## src/rtl/c3f_pkg.sv

```systemverilog
// c3f_pkg: shared types and constants for the 3x3 convolution filter.
// No dependencies.
package c3f_pkg;

  localparam int PIX_W = 8;
  localparam int POS_W = 10;
  localparam int CFG_IDX_W = 3;
  localparam int CFG_DATA_W = 18;

  // configuration register indexes
  localparam logic [CFG_IDX_W-1:0] REG_WIDTH   = 3'd0;
  localparam logic [CFG_IDX_W-1:0] REG_HEIGHT  = 3'd1;
  localparam logic [CFG_IDX_W-1:0] REG_KTOP    = 3'd2;
  localparam logic [CFG_IDX_W-1:0] REG_KMID    = 3'd3;
  localparam logic [CFG_IDX_W-1:0] REG_KBOT    = 3'd4;
  localparam logic [CFG_IDX_W-1:0] REG_DIVISOR = 3'd5;

  // one classified request handed from the front end to the back end
  typedef struct packed {
    logic [2:0][2:0][PIX_W-1:0] win;   // [row][col], col 2 newest
    logic [PIX_W-1:0]           pix;   // incoming pixel
    logic [POS_W-1:0]           col;
    logic [POS_W-1:0]           row;
    logic                       em_a;  // pixel (c-1, r-1)
    logic                       filt_a;// that pixel is interior
    logic                       em_b;  // pixel (c, r-1), last column
    logic                       em_c;  // pixel (c, r), last row
    logic                       done_c;
  } c3f_req_t;

  // one result item
  typedef struct packed {
    logic [PIX_W-1:0] pix;
    logic [POS_W-1:0] col;
    logic [POS_W-1:0] row;
    logic             frame_done;
    logic             run_last;
  } c3f_res_t;

endpackage

```

## src/rtl/c3f_back.sv

```systemverilog
// c3f_back: takes requests from the front end, computes the weighted sum, divides with
// an iterative divider and emits up to three results. Uses c3f_pkg.
module c3f_back
  import c3f_pkg::*;
(
  input  logic        clk,
  input  logic        rst_n,
  input  logic        req_valid,
  output logic        req_ready,
  input  c3f_req_t    req,
  input  logic [17:0] k_top,
  input  logic [17:0] k_mid,
  input  logic [17:0] k_bot,
  input  logic [7:0]  divisor,
  output logic        res_valid,
  input  logic        res_ready,
  output c3f_res_t    res
);

  localparam logic [2:0] ST_IDLE = 3'd0;
  localparam logic [2:0] ST_MAC  = 3'd1;
  localparam logic [2:0] ST_DIV  = 3'd2;
  localparam logic [2:0] ST_EMIT = 3'd3;

  logic [2:0] st_r, st_nxt;
  c3f_req_t   q_r;
  logic [3:0] tap_r;
  logic [1:0] tr_r, tc_r;   // kernel row and column of the current tap
  logic signed [17:0] sum_r;
  logic [17:0] num_r;   // 2*|sum| + d
  logic [17:0] quo_r;
  logic [8:0]  rem_r;   // remainder vs 2*d
  logic [4:0]  bit_r;
  logic        neg_r;
  logic [8:0]  d2;
  logic [7:0]  d_eff;
  logic [2:0]  pend_r;  // a,b,c still to emit
  c3f_res_t    out_r;
  logic        out_vld_r;

  assign d_eff = (divisor == 8'd0) ? 8'd1 : divisor;
  assign d2 = {d_eff, 1'b0};
  assign req_ready = (st_r == ST_IDLE);

  // one tap per cycle
  logic [17:0] krow;
  logic signed [5:0] wgt;
  logic signed [14:0] prod;
  logic signed [17:0] sum_fin;
  logic [17:0] mag;
  always_comb begin
    case (tr_r)
      2'd0: krow = k_top;
      2'd1: krow = k_mid;
      default: krow = k_bot;
    endcase
    wgt = $signed(krow[tc_r*6 +: 6]);
    prod = $signed({1'b0, q_r.win[tr_r][tc_r]}) * wgt;
    sum_fin = sum_r + 18'(prod);
    mag = sum_fin[17] ? 18'(-sum_fin) : 18'(sum_fin);
  end

  // restoring division step
  logic [9:0] rem_sh;
  assign rem_sh = {rem_r, num_r[17]};

  // saturated quotient
  logic [7:0] sat;
  always_comb begin
    if (neg_r) sat = 8'd0;
    else if (quo_r > 18'd255) sat = 8'd255;
    else sat = quo_r[7:0];
  end

  // next pending result
  logic [2:0] pend_next;
  c3f_res_t   cand;
  always_comb begin
    cand = '0;
    pend_next = pend_r;
    if (pend_r[0]) begin
      cand.pix = q_r.filt_a ? sat : q_r.win[1][1];
      cand.col = q_r.col - 1'b1;
      cand.row = q_r.row - 1'b1;
      pend_next[0] = 1'b0;
    end else if (pend_r[1]) begin
      cand.pix = q_r.win[1][2];
      cand.col = q_r.col;
      cand.row = q_r.row - 1'b1;
      pend_next[1] = 1'b0;
    end else begin
      cand.pix = q_r.pix;
      cand.col = q_r.col;
      cand.row = q_r.row;
      cand.frame_done = q_r.done_c;
      pend_next[2] = 1'b0;
    end
    cand.run_last = (pend_next == 3'd0);
  end

  logic out_free;
  assign out_free = !out_vld_r || res_ready;

  always_comb begin
    st_nxt = st_r;
    unique case (st_r)
      ST_IDLE: if (req_valid) begin
        if (req.em_a && req.filt_a) st_nxt = ST_MAC;
        else if (req.em_a || req.em_b || req.em_c) st_nxt = ST_EMIT;
      end
      ST_MAC:  if (tap_r == 4'd8) st_nxt = ST_DIV;
      ST_DIV:  if (bit_r == 5'd17) st_nxt = ST_EMIT;
      ST_EMIT: if (out_free && pend_next == 3'd0) st_nxt = ST_IDLE;
      default: st_nxt = ST_IDLE;
    endcase
  end

  always_ff @(posedge clk) begin
    if (!rst_n) begin
      st_r <= ST_IDLE;
      out_vld_r <= 1'b0;
      pend_r <= '0;
    end else begin
      st_r <= st_nxt;
      if (res_ready) out_vld_r <= 1'b0;
      if (st_r == ST_IDLE && req_valid)
        pend_r <= {req.em_c, req.em_b, req.em_a};
      if (st_r == ST_EMIT && out_free) begin
        out_vld_r <= 1'b1;
        pend_r <= pend_next;
      end
    end
  end

  always_ff @(posedge clk) begin
    if (st_r == ST_EMIT && out_free) out_r <= cand;
    unique case (st_r)
      ST_IDLE: begin
        q_r <= req;
        tap_r <= '0;
        tr_r <= '0;
        tc_r <= '0;
        sum_r <= '0;
      end
      ST_MAC: begin
        sum_r <= sum_fin;
        tap_r <= tap_r + 1'b1;
        if (tc_r == 2'd2) begin
          tc_r <= '0;
          tr_r <= (tr_r == 2'd2) ? 2'd0 : tr_r + 1'b1;
        end else begin
          tc_r <= tc_r + 1'b1;
        end
        if (tap_r == 4'd8) begin
          neg_r <= sum_fin[17];
          num_r <= {mag[16:0], 1'b0} + {10'd0, d_eff};
          rem_r <= '0;
          quo_r <= '0;
          bit_r <= '0;
        end
      end
      // 18 quotient bits, one per cycle
      ST_DIV: begin
        num_r <= {num_r[16:0], 1'b0};
        if (rem_sh >= {1'b0, d2}) begin
          rem_r <= 9'(rem_sh - {1'b0, d2});
          quo_r <= {quo_r[16:0], 1'b1};
        end else begin
          rem_r <= rem_sh[8:0];
          quo_r <= {quo_r[16:0], 1'b0};
        end
        bit_r <= bit_r + 1'b1;
      end
      default: ;
    endcase
  end

  assign res_valid = out_vld_r;
  assign res = out_r;

endmodule

```

## config.mk

```make
export PLATFORM = sky130hd
export DESIGN_NAME = c3f_back
export DESIGN_NICKNAME = d
export VERILOG_FILES = /design/src/rtl/c3f_pkg.sv /design/src/rtl/c3f_back.sv
export SDC_FILE = /design/constraint.sdc
export NUM_CORES = 1
export LEC_CHECK = 0
export BUFFER_PORTS_ARGS = -buffer_cell sky130_fd_sc_hd__buf_2
export CORE_AREA = 2 2 157 159
export CTS_CLUSTER_SIZE = 20
export DETAILED_ROUTE_END_ITERATION = 10
export DIE_AREA = 0 0 159 161
export GPL_ROUTABILITY_DRIVEN = 0
export PLACE_DENSITY = 0.88
export SETUP_SLACK_MARGIN = 0.5
export SYNTH_ARGS = -nofsm -noshare
export SYNTH_HDL_FRONTEND = slang
export SYNTH_SLANG_ARGS = --single-unit
```

## constraint.sdc

```tcl
create_clock -name clk -period 10.5 [get_ports clk]
set_input_delay 1.05 -clock clk [delete_from_list [all_inputs] [get_ports clk]]
set_output_delay 1.05 -clock clk [all_outputs]
set_load 0.02 [all_outputs]
```

==> out/qor.tcl, run 1 <==
set qor(status) {complete, no violations}
set qor(firstDrtPassIters) 5
set qor(ys_async_sr_fraction_pct) 0
set qor(synth.ff_latch_count) 215
set qor(clock_skew_ns) 0.0103
set qor(timing.max_slew.rel_slack_pct) 17.4
set qor(synth_enable_flop_cells) 209
set qor(hold_path_class) {reg -> reg}
set qor(synth_area_leader_cell) {sky130_fd_sc_hd__edfxtp_1}
set qor(ctsLongestPathBuffers) 3
set qor(critPathCaptureType) {flip-flop}
set qor(detailroute.via_count) 9630
set qor(final-seq-area_mm2) 0.00640
set qor(cp.required_ns) 10.75
set qor(pin_count) 203
set qor(place.port_buffers) 202
set qor(first_pass_grt_wire_length_um) 48900
set qor(dr.first_iter.drc_count) 917
set qor(grt_setup_unrepaired) {no}
set qor(worst_pin_slew_ns) 1.24
set qor(final_worst_path_cycle_share_pct) 89.0
set qor(number_of_global_route_vias_before_repair) 9557
set qor(tritoncts.num_buffers) 24
set qor(synthSimpleGateAreaFrac_pct) 12.1
set qor(cts.reportedPaths.clkPinSlew_ns) 0.06
set qor(stdcell_count) 1669
set qor(antenna_left) 0
set qor(grt_overflow) 0
set qor(worstSkewPairLatency_ns) 0.51
set qor(critical-path-slowest-cell) {sky130_fd_sc_hd__edfxtp_1}
set qor(syn2layout_area_growth_pct) 16.8
set qor(yosysWarningCount) 0
set qor(postCtsHoldBufs) 0
set qor(finalSetupTns_ns) 0
set qor(total_instance_count_after_detailed_placement) 1619
set qor(drv_slew) 0
set qor(number_of_design_rule_violations_left_after_detail_routing) 0
set qor(die_h_um) 161
set qor(number_of_filler_cells_placed_in_the_layout) 1751
set qor(number_of_sinks_driven_by_the_clock_tree) 215
set qor(synth.mux.area_fraction_pct) 4.36
set qor(post_synth_fa_ha_maj_area_fraction_pct) 13.2
set qor(tritoncts) {done}
set qor(cp-startpoint) {tr_r[0]$_SDFFCE_PP0P_}
set qor(max_freq_mhz) 107
set qor(initial_core_util_pct) 54.2
set qor(yosys_most_used_dff) {sky130_fd_sc_hd__edfxtp_1}
set qor(wl_per_cell_um) 18.5
set qor(detail_route.wirelength_um) 30900
set qor(timing.setup.critical_path_class) {reg -> reg}
set qor(count_of_endpoints_failing_setup_in_the_final_report) 0
set qor(timing.critical_path.from_type) {flip-flop}
set qor(commonest_cells_post_synth) {sky130_fd_sc_hd__edfxtp_1 (209), sky130_fd_sc_hd__nor2_1 (112), sky130_fd_sc_hd__inv_1 (105)}
set qor(grt_start_max_net_pins) 66
set qor(most_used_standard_cell_by_instance_count_after_synthesis) {sky130_fd_sc_hd__edfxtp_1}
set qor(post_drt_via_cell_ratio) 5.77
set qor(synth_compound_area_share_pct) 11.4
set qor(yosysSeqAreaShare_pct) 49.3
set qor(fraction_of_layout_cells_with_a_size_suffix_above_1_pct) 23.5
set qor(synthCells) 1133
set qor(core-area_mm2) 0.0240
set qor(synth.avg_cell_area_um2) 11.5
set qor(synth_top_area_share_pct) 48.3
set qor(grtUsageTotal_pct) 23.7
set qor(finish.net_count) 1611
set qor(max-cap-violations) 0
set qor(multi_input_comb_area_mm2) 0.00602
set qor(holdCritStartpoint) {q_r[0]$_DFFE_PP_}
set qor(synth_area_mm2) 0.0130
set qor(timing.critical_path.buf_inv) 7
set qor(rr_startpoint) {tr_r[0]$_SDFFCE_PP0P_}
set qor(num_rows) 57
set qor(worst_ep_arrival_time_ns) 9.60
set qor(cp_top_family) {adder cells}
set qor(cp_max_fo) 21
set qor(dominant_combinational_cell_family_by_area_after_synthesis) {adder cells}
set qor(post_synth_xor_area_fraction_pct) 4.98
set qor(synth_cell_types) 79
set qor(synth_nets) 1418
set qor(detailedPlacementHpwl_um) 22500
set qor(period_minus_slack_ns) 9.34
set qor(dieWidth_um) 159
set qor(worst_path_largest_cell_delay_ns) 0.61
set qor(floorplan.die_area_mm2) 0.0256
set qor(netlist_top_cells_area) {sky130_fd_sc_hd__edfxtp_1 (48%), sky130_fd_sc_hd__ha_1 (7.3%), sky130_fd_sc_hd__fa_1 (5.9%)}
set qor(hold_viol_final) 0
set qor(number_of_antenna_violations_at_the_first_check_in_global_routing) 3
set qor(cts.root.buffer_cell) {sky130_fd_sc_hd__clkbuf_16}
set qor(cts_htree_levels) 1
## area by class of cell
cell class,count,area share [%]
repair buffers,214,7.26
inverters,107,2.67
well taps,324,2.67
diodes,2,0.0330
flip-flops and latches,215,42.2
clock inverters,16,1.21
clock buffers,27,4.24
multi-input cells,764,39.7
## through the flow
stage / hold WS, ns / instance area [um2] / utilization [%] / setup slack (ns)
floorplan: 0.475 / 13000 / - / 1.49
global placement: 0.494 / 14300 / 59.5 / 0.916
detailed placement: 0.509 / 14300 / 59.5 / 0.599
CTS: 0.516 / 15100 / 63.0 / 0.546
global route: 0.556 / 15200 / 63.3 / 0.598
finish: 0.525 / 15200 / 63.3 / 1.16
## worst register-to-register path, delay by kind of cell, from the launching register on
family	cells	cell delay, ns
DFF	1	0.61
adders and majority gates	7	3.14
and+or+nand+nor	3	0.65
buffers and inverters	7	1.26
AOI/OAI and AO/OA	15	2.94
xor gates and xnor gates	2	0.50
## per-layer routing
| metal | vias up | part of all wire, % | global-route usage, % | wire [um] |
|---|---|---|---|---|
| li1 | 4442 | - | - | - |
| met1 | 4657 | 39 | 29.3 | 12000 |
| met2 | 457 | 51 | 42.6 | 15800 |
| met3 | 72 | 6.8 | 3.52 | 2100 |
| met4 | 2 | 3.1 | 8.51 | 969 |
| met5 | - | 0.042 | 0 | 13 |
## final timing paths
check	endpoint	slack, ns	depth (start not counted)
setup / recovery	num_r[10]$_DFFE_PP_	1.16	34
hold / removal	res[1]$_SDFFCE_PP0P_	0.52	1
setup reg to reg	num_r[10]$_DFFE_PP_	1.16	34
hold reg to reg	res[1]$_SDFFCE_PP0P_	0.52	1
## placed cells by master (no fill, tap or decap), types with 7 or more instances in the layout
cell,n
sky130_fd_sc_hd__buf_4,12
sky130_fd_sc_hd__inv_1,105
sky130_fd_sc_hd__nor2b_1,16
sky130_fd_sc_hd__ha_1,75
sky130_fd_sc_hd__nand2b_1,9
sky130_fd_sc_hd__a211oi_1,19
sky130_fd_sc_hd__a21o_1,11
sky130_fd_sc_hd__nand2_1,82
sky130_fd_sc_hd__mux2_2,12
sky130_fd_sc_hd__clkinv_2,7
sky130_fd_sc_hd__and2_1,25
sky130_fd_sc_hd__mux2i_1,25
sky130_fd_sc_hd__a221o_1,8
sky130_fd_sc_hd__buf_2,202
sky130_fd_sc_hd__o21ai_0,27
sky130_fd_sc_hd__fa_1,38
sky130_fd_sc_hd__o21ai_1,7
sky130_fd_sc_hd__clkbuf_16,25
sky130_fd_sc_hd__xor2_1,28
sky130_fd_sc_hd__nor3_1,14
sky130_fd_sc_hd__nor2_1,111
sky130_fd_sc_hd__xnor2_1,39
sky130_fd_sc_hd__nand4_1,7
sky130_fd_sc_hd__a22oi_1,12
sky130_fd_sc_hd__mux4_2,8
sky130_fd_sc_hd__or2_2,13
sky130_fd_sc_hd__nand3_1,11
sky130_fd_sc_hd__edfxtp_1,209
sky130_fd_sc_hd__a21oi_1,59
## sequential cells by signal (all words and copies together), names as in the netlist
register,flops
bit_r,5
neg_r,1
num_r,18
pend_r,3
q_r,102
quo_r,18
rem_r,9
res,30
res_valid,1
st_r,2
sum_r,18
tap_r,4
tc_r,2
tr_r,2
## repair_timing
| action | CTS | global route |
|---|---|---|
| setup buffers | 0 | 5 |
| gates resized for setup | 0 | 7 |
| endpoints found under the setup margin | 0 | 10 |
## cells by family after synthesis
kind of cell,count (synthesis)
and+or+nand+nor,325
DFF,215
AOI/OAI and AO/OA,210
buffers and inverters,154
adders and majority gates,114
xor gates and xnor gates,70
muxes,45
Power of run 1 is left out: the tool's default activity adds up to more than one toggle a clock period on the data nets, which glitch-free logic cannot reach.
==> inputs of run 2 (changes only) <==
--- a/config.mk
+++ b/config.mk
@@ -5,11 +5,12 @@
 export SDC_FILE = /design/constraint.sdc
 export NUM_CORES = 1
 export LEC_CHECK = 0
+export ABC_AREA = 1
 export BUFFER_PORTS_ARGS = -buffer_cell sky130_fd_sc_hd__buf_2
-export CORE_AREA = 2 2 157 159
+export CORE_AREA = 2 2 159 161
 export CTS_CLUSTER_SIZE = 20
 export DETAILED_ROUTE_END_ITERATION = 10
-export DIE_AREA = 0 0 159 161
+export DIE_AREA = 0 0 161 163
 export GPL_ROUTABILITY_DRIVEN = 0
 export PLACE_DENSITY = 0.88
 export SETUP_SLACK_MARGIN = 0.5
==> out/qor.tcl, run 2 <==
set qor(ff2ff_setup_slack_ns) 1.32 ;# +0.17 ns
set qor(commonest_cells_post_synth) {sky130_fd_sc_hd__nand2_1 (287), sky130_fd_sc_hd__edfxtp_1 (209), sky130_fd_sc_hd__inv_1 (203)}
set qor(first_pass_grt_wire_length_um) 56000 ;# +15%
set qor(worstSkewPairLatency_ns) 0.52 ;# about the same
set qor(grt_overflow) 0 ;# unchanged
set qor(hold_viol_final) 0 ;# unchanged
set qor(post-cts-setup-buffers) 0 ;# unchanged
set qor(tritoncts.num_buffers) 22 ;# -8.3%
set qor(drv_slew) 0 ;# unchanged
set qor(max_freq_mhz) 109 ;# +1.8%
set qor(floorplan.die_area_mm2) 0.0262 ;# +2.5%
set qor(grtUsageTotal_pct) 26.8 ;# +3.1 points
set qor(cpMostUsedCell) {sky130_fd_sc_hd__nand2_1}
set qor(cts.reportedPaths.clkPinSlew_ns) 0.06 ;# about the same
set qor(pin_count) 203 ;# unchanged
set qor(wl_per_cell_um) 18.0 ;# -2.9%
set qor(status) {complete, no violations}
set qor(synthCells) 1436 ;# +27%
set qor(postCtsHoldBufs) 0 ;# unchanged
set qor(max-cap-violations) 0 ;# unchanged
set qor(finish.net_count) 1910 ;# +19%
set qor(worst_path_largest_cell_delay_ns) 0.78 ;# +0.17 ns
set qor(syn2layout_area_growth_pct) 15.0
set qor(post_drt_via_cell_ratio) 5.75 ;# -0.27%
set qor(synth.avg_cell_area_um2) 9.23 ;# -19%
set qor(antenna_left) 0 ;# unchanged
set qor(yosys_most_used_dff) {sky130_fd_sc_hd__edfxtp_1}
set qor(worstSetupPathDepth) 38 ;# +12%
set qor(count_of_endpoints_failing_setup_in_the_final_report) 0 ;# unchanged
set qor(critPathCaptureType) {flip-flop}
set qor(synth_area_leader_cell) {sky130_fd_sc_hd__edfxtp_1}
set qor(num_rows) 58 ;# +1.8%
set qor(timing.max_slew.rel_slack_pct) 28.1 ;# +11 points
set qor(worst_ep_arrival_time_ns) 9.44 ;# -0.16 ns
set qor(yosysSeqAreaShare_pct) 48.2 ;# -1.0 points
set qor(detailroute.via_count) 11342 ;# +18%
set qor(synth_cell_types) 50 ;# -37%
set qor(place.port_buffers) 202 ;# unchanged
set qor(tritoncts) {done}
set qor(cts.root.buffer_cell) {sky130_fd_sc_hd__clkbuf_16}
set qor(timing.rr.end) {num_r[17]$_DFFE_PP_}
set qor(post_cts.resized_instances) 0 ;# unchanged
set qor(worst_pin_slew_ns) 1.08 ;# -0.161 ns
set qor(mostFrequentLayoutCell) {sky130_fd_sc_hd__nand2_1}
set qor(timing.setup.critical_path_class) {reg -> reg}
set qor(largest_register) {q_r}
set qor(number_of_global_route_vias_before_repair) 11168 ;# +17%
set qor(cp_max_fo) 25 ;# +19%
set qor(cts_htree_levels) 1 ;# unchanged
set qor(hold_depth) 2 ;# +1
set qor(period_minus_slack_ns) 9.18 ;# -0.169 ns
set qor(number_of_sinks_driven_by_the_clock_tree) 215 ;# unchanged
set qor(final_worst_path_cycle_share_pct) 87.4 ;# -1.6 points
set qor(holdCritStartpoint) {res_valid$_SDFFE_PN0P_}
set qor(most_used_standard_cell_by_instance_count_after_synthesis) {sky130_fd_sc_hd__nand2_1}
set qor(netlist_top_cells_area) {sky130_fd_sc_hd__edfxtp_1 (47%), sky130_fd_sc_hd__nand2_1 (8.1%), sky130_fd_sc_hd__ha_1 (7.2%)}
set qor(rr_startpoint) {tr_r[0]$_SDFFCE_PP0P_}
set qor(reg2reg_depth) 38 ;# +12%
set qor(critical-path-slowest-cell) {sky130_fd_sc_hd__ha_1}
set qor(ys_async_sr_fraction_pct) 0 ;# unchanged
set qor(timing.critical_path.from_type) {flip-flop}
set qor(dieWidth_um) 161 ;# +1.3%
set qor(worstHoldEndpoint) {res_valid$_SDFFE_PN0P_}
set qor(firstDrtPassIters) 9 ;# +4
set qor(detail_route.wirelength_um) 35500 ;# +15%
set qor(layout.cells.most_common_list) {sky130_fd_sc_hd__nand2_1 (287), sky130_fd_sc_hd__edfxtp_1 (209), sky130_fd_sc_hd__inv_1 (203)}
set qor(core-area_mm2) 0.0247 ;# +3.0%
set qor(fraction_of_layout_cells_with_a_size_suffix_above_1_pct) 17.8 ;# -5.7 points
set qor(grt_setup_unrepaired) {no}
set qor(cp_top_family) {adder cells}
set qor(clock_skew_ns) 0.0144 ;# +0.00414 ns
set qor(synth_nets) 1721 ;# +21%
set qor(initial_core_util_pct) 53.7 ;# -0.44 points
set qor(yosysWarningCount) 0 ;# unchanged
set qor(ctsLongestPathBuffers) 3 ;# unchanged
set qor(number_of_design_rule_violations_left_after_detail_routing) 0 ;# unchanged
set qor(die_h_um) 163 ;# +1.2%
set qor(number_of_antenna_violations_at_the_first_check_in_global_routing) 1 ;# -2
set qor(synth_area_mm2) 0.0133 ;# +2.1%
set qor(largest_reg_flops) 102 ;# unchanged
set qor(finalSetupTns_ns) 0 ;# unchanged
set qor(grt_start_max_net_pins) 83 ;# +26%
set qor(synth_enable_flop_cells) 209 ;# unchanged
set qor(cp.required_ns) 10.77 ;# +0.02 ns
set qor(hold_path_class) {reg -> reg}
set qor(timing.critical_path.buf_inv) 5 ;# -2
set qor(detailedPlacementHpwl_um) 25900 ;# +15%
set qor(dr.first_iter.drc_count) 1270 ;# +38%
set qor(synth.ff_latch_count) 215 ;# unchanged
set qor(synth_top_area_share_pct) 47.3 ;# -1.0 points
[run 2: cell types whose count changed in the layout (fill, tap and decap cells not counted), moves of 25 or more]
| cell | delta |
|---|---|
| sky130_fd_sc_hd__o21ai_0 | +54 |
| sky130_fd_sc_hd__inv_1 | +98 |
| sky130_fd_sc_hd__nand2_1 | +205 |
| sky130_fd_sc_hd__xnor2_1 | -27 |
| sky130_fd_sc_hd__nand3_1 | +56 |
| sky130_fd_sc_hd__nor2_1 | +44 |
| sky130_fd_sc_hd__mux2i_1 | -25 |
[run 2: cells by family (layout without fill, tap and decap cells)]
kind of cell	Yosys count	in the layout	synth area share [%]
AOI/OAI and AO/OA	209	209	9.04
xor gates and xnor gates	40	40	2.64
adders and majority gates	114	114	12.9
buffers and inverters	262	466	7.57
DFF	215	215	48.2
other	0	1	0
and+or+nand+nor	596	596	19.6
[run 2: per-stage QoR]
| step | instance area, um2 | utilization (%) | instances | worst slack [ns] | hold slack, ns |
|---|---|---|---|---|---|
| floorplan | 13300 | - | 1436 | 2.56 | 0.475 |
| global placement | 14600 | 59.1 | 1931 | 1.85 | 0.501 |
| detailed placement | 14600 | 59.1 | 1931 | 1.43 | 0.512 |
| CTS | 15200 | 61.8 | 1970 | 1.38 | 0.532 |
| global route | 15200 | 61.8 | 1971 | 0.542 | 0.538 |
| finish | 15200 | 61.8 | 1971 | 1.32 | 0.525 |
[run 2: worst max path at each step]
stage | start | end | slack, ns
2_1_floorplan | tr_r[1]$_SDFFCE_PP0P_ | num_r[16]$_DFFE_PP_ | 2.56
3_3_place_gp | tr_r[0]$_SDFFCE_PP0P_ | num_r[16]$_DFFE_PP_ | 1.85
3_5_place_dp | tr_r[0]$_SDFFCE_PP0P_ | num_r[17]$_DFFE_PP_ | 1.43
4_1_cts | tr_r[0]$_SDFFCE_PP0P_ | num_r[16]$_DFFE_PP_ | 1.38
5_1_grt | tr_r[0]$_SDFFCE_PP0P_ | num_r[16]$_DFFE_PP_ | 0.54
6_report | tr_r[0]$_SDFFCE_PP0P_ | num_r[17]$_DFFE_PP_ | 1.32
[run 2: final cells by class]
cell class                 count  area (um2)
fill                        1856        9420
sequential                   215        6400
multi-input combinational    959        5890
timing repair buffer         208        1060
inverter                     219         822
clock buffer                  27         569
tap                          330         413
clock inverter                12         100
antenna                        1        2.50
[run 2: per-layer routing]
metal / vias to the layer above / part of all wire [%] / GRT usage, %
li1: 5175 / - / -
met1: 5285 / 36 / 32.7
met2: 722 / 48 / 47.1
met3: 160 / 9.6 / 3.85
met4: 0 / 5.4 / 13.0
met5: - / 0 / 0
[run 2: tightest hold or removal path, delay by kind of cell (launching register included)]
kind | cells | cell delay, ns
AOI/OAI and AO/OA | 1 | 0.07
and+or+nand+nor | 1 | 0.09
DFF | 1 | 0.31
Power of run 2 is left out for the same reason.
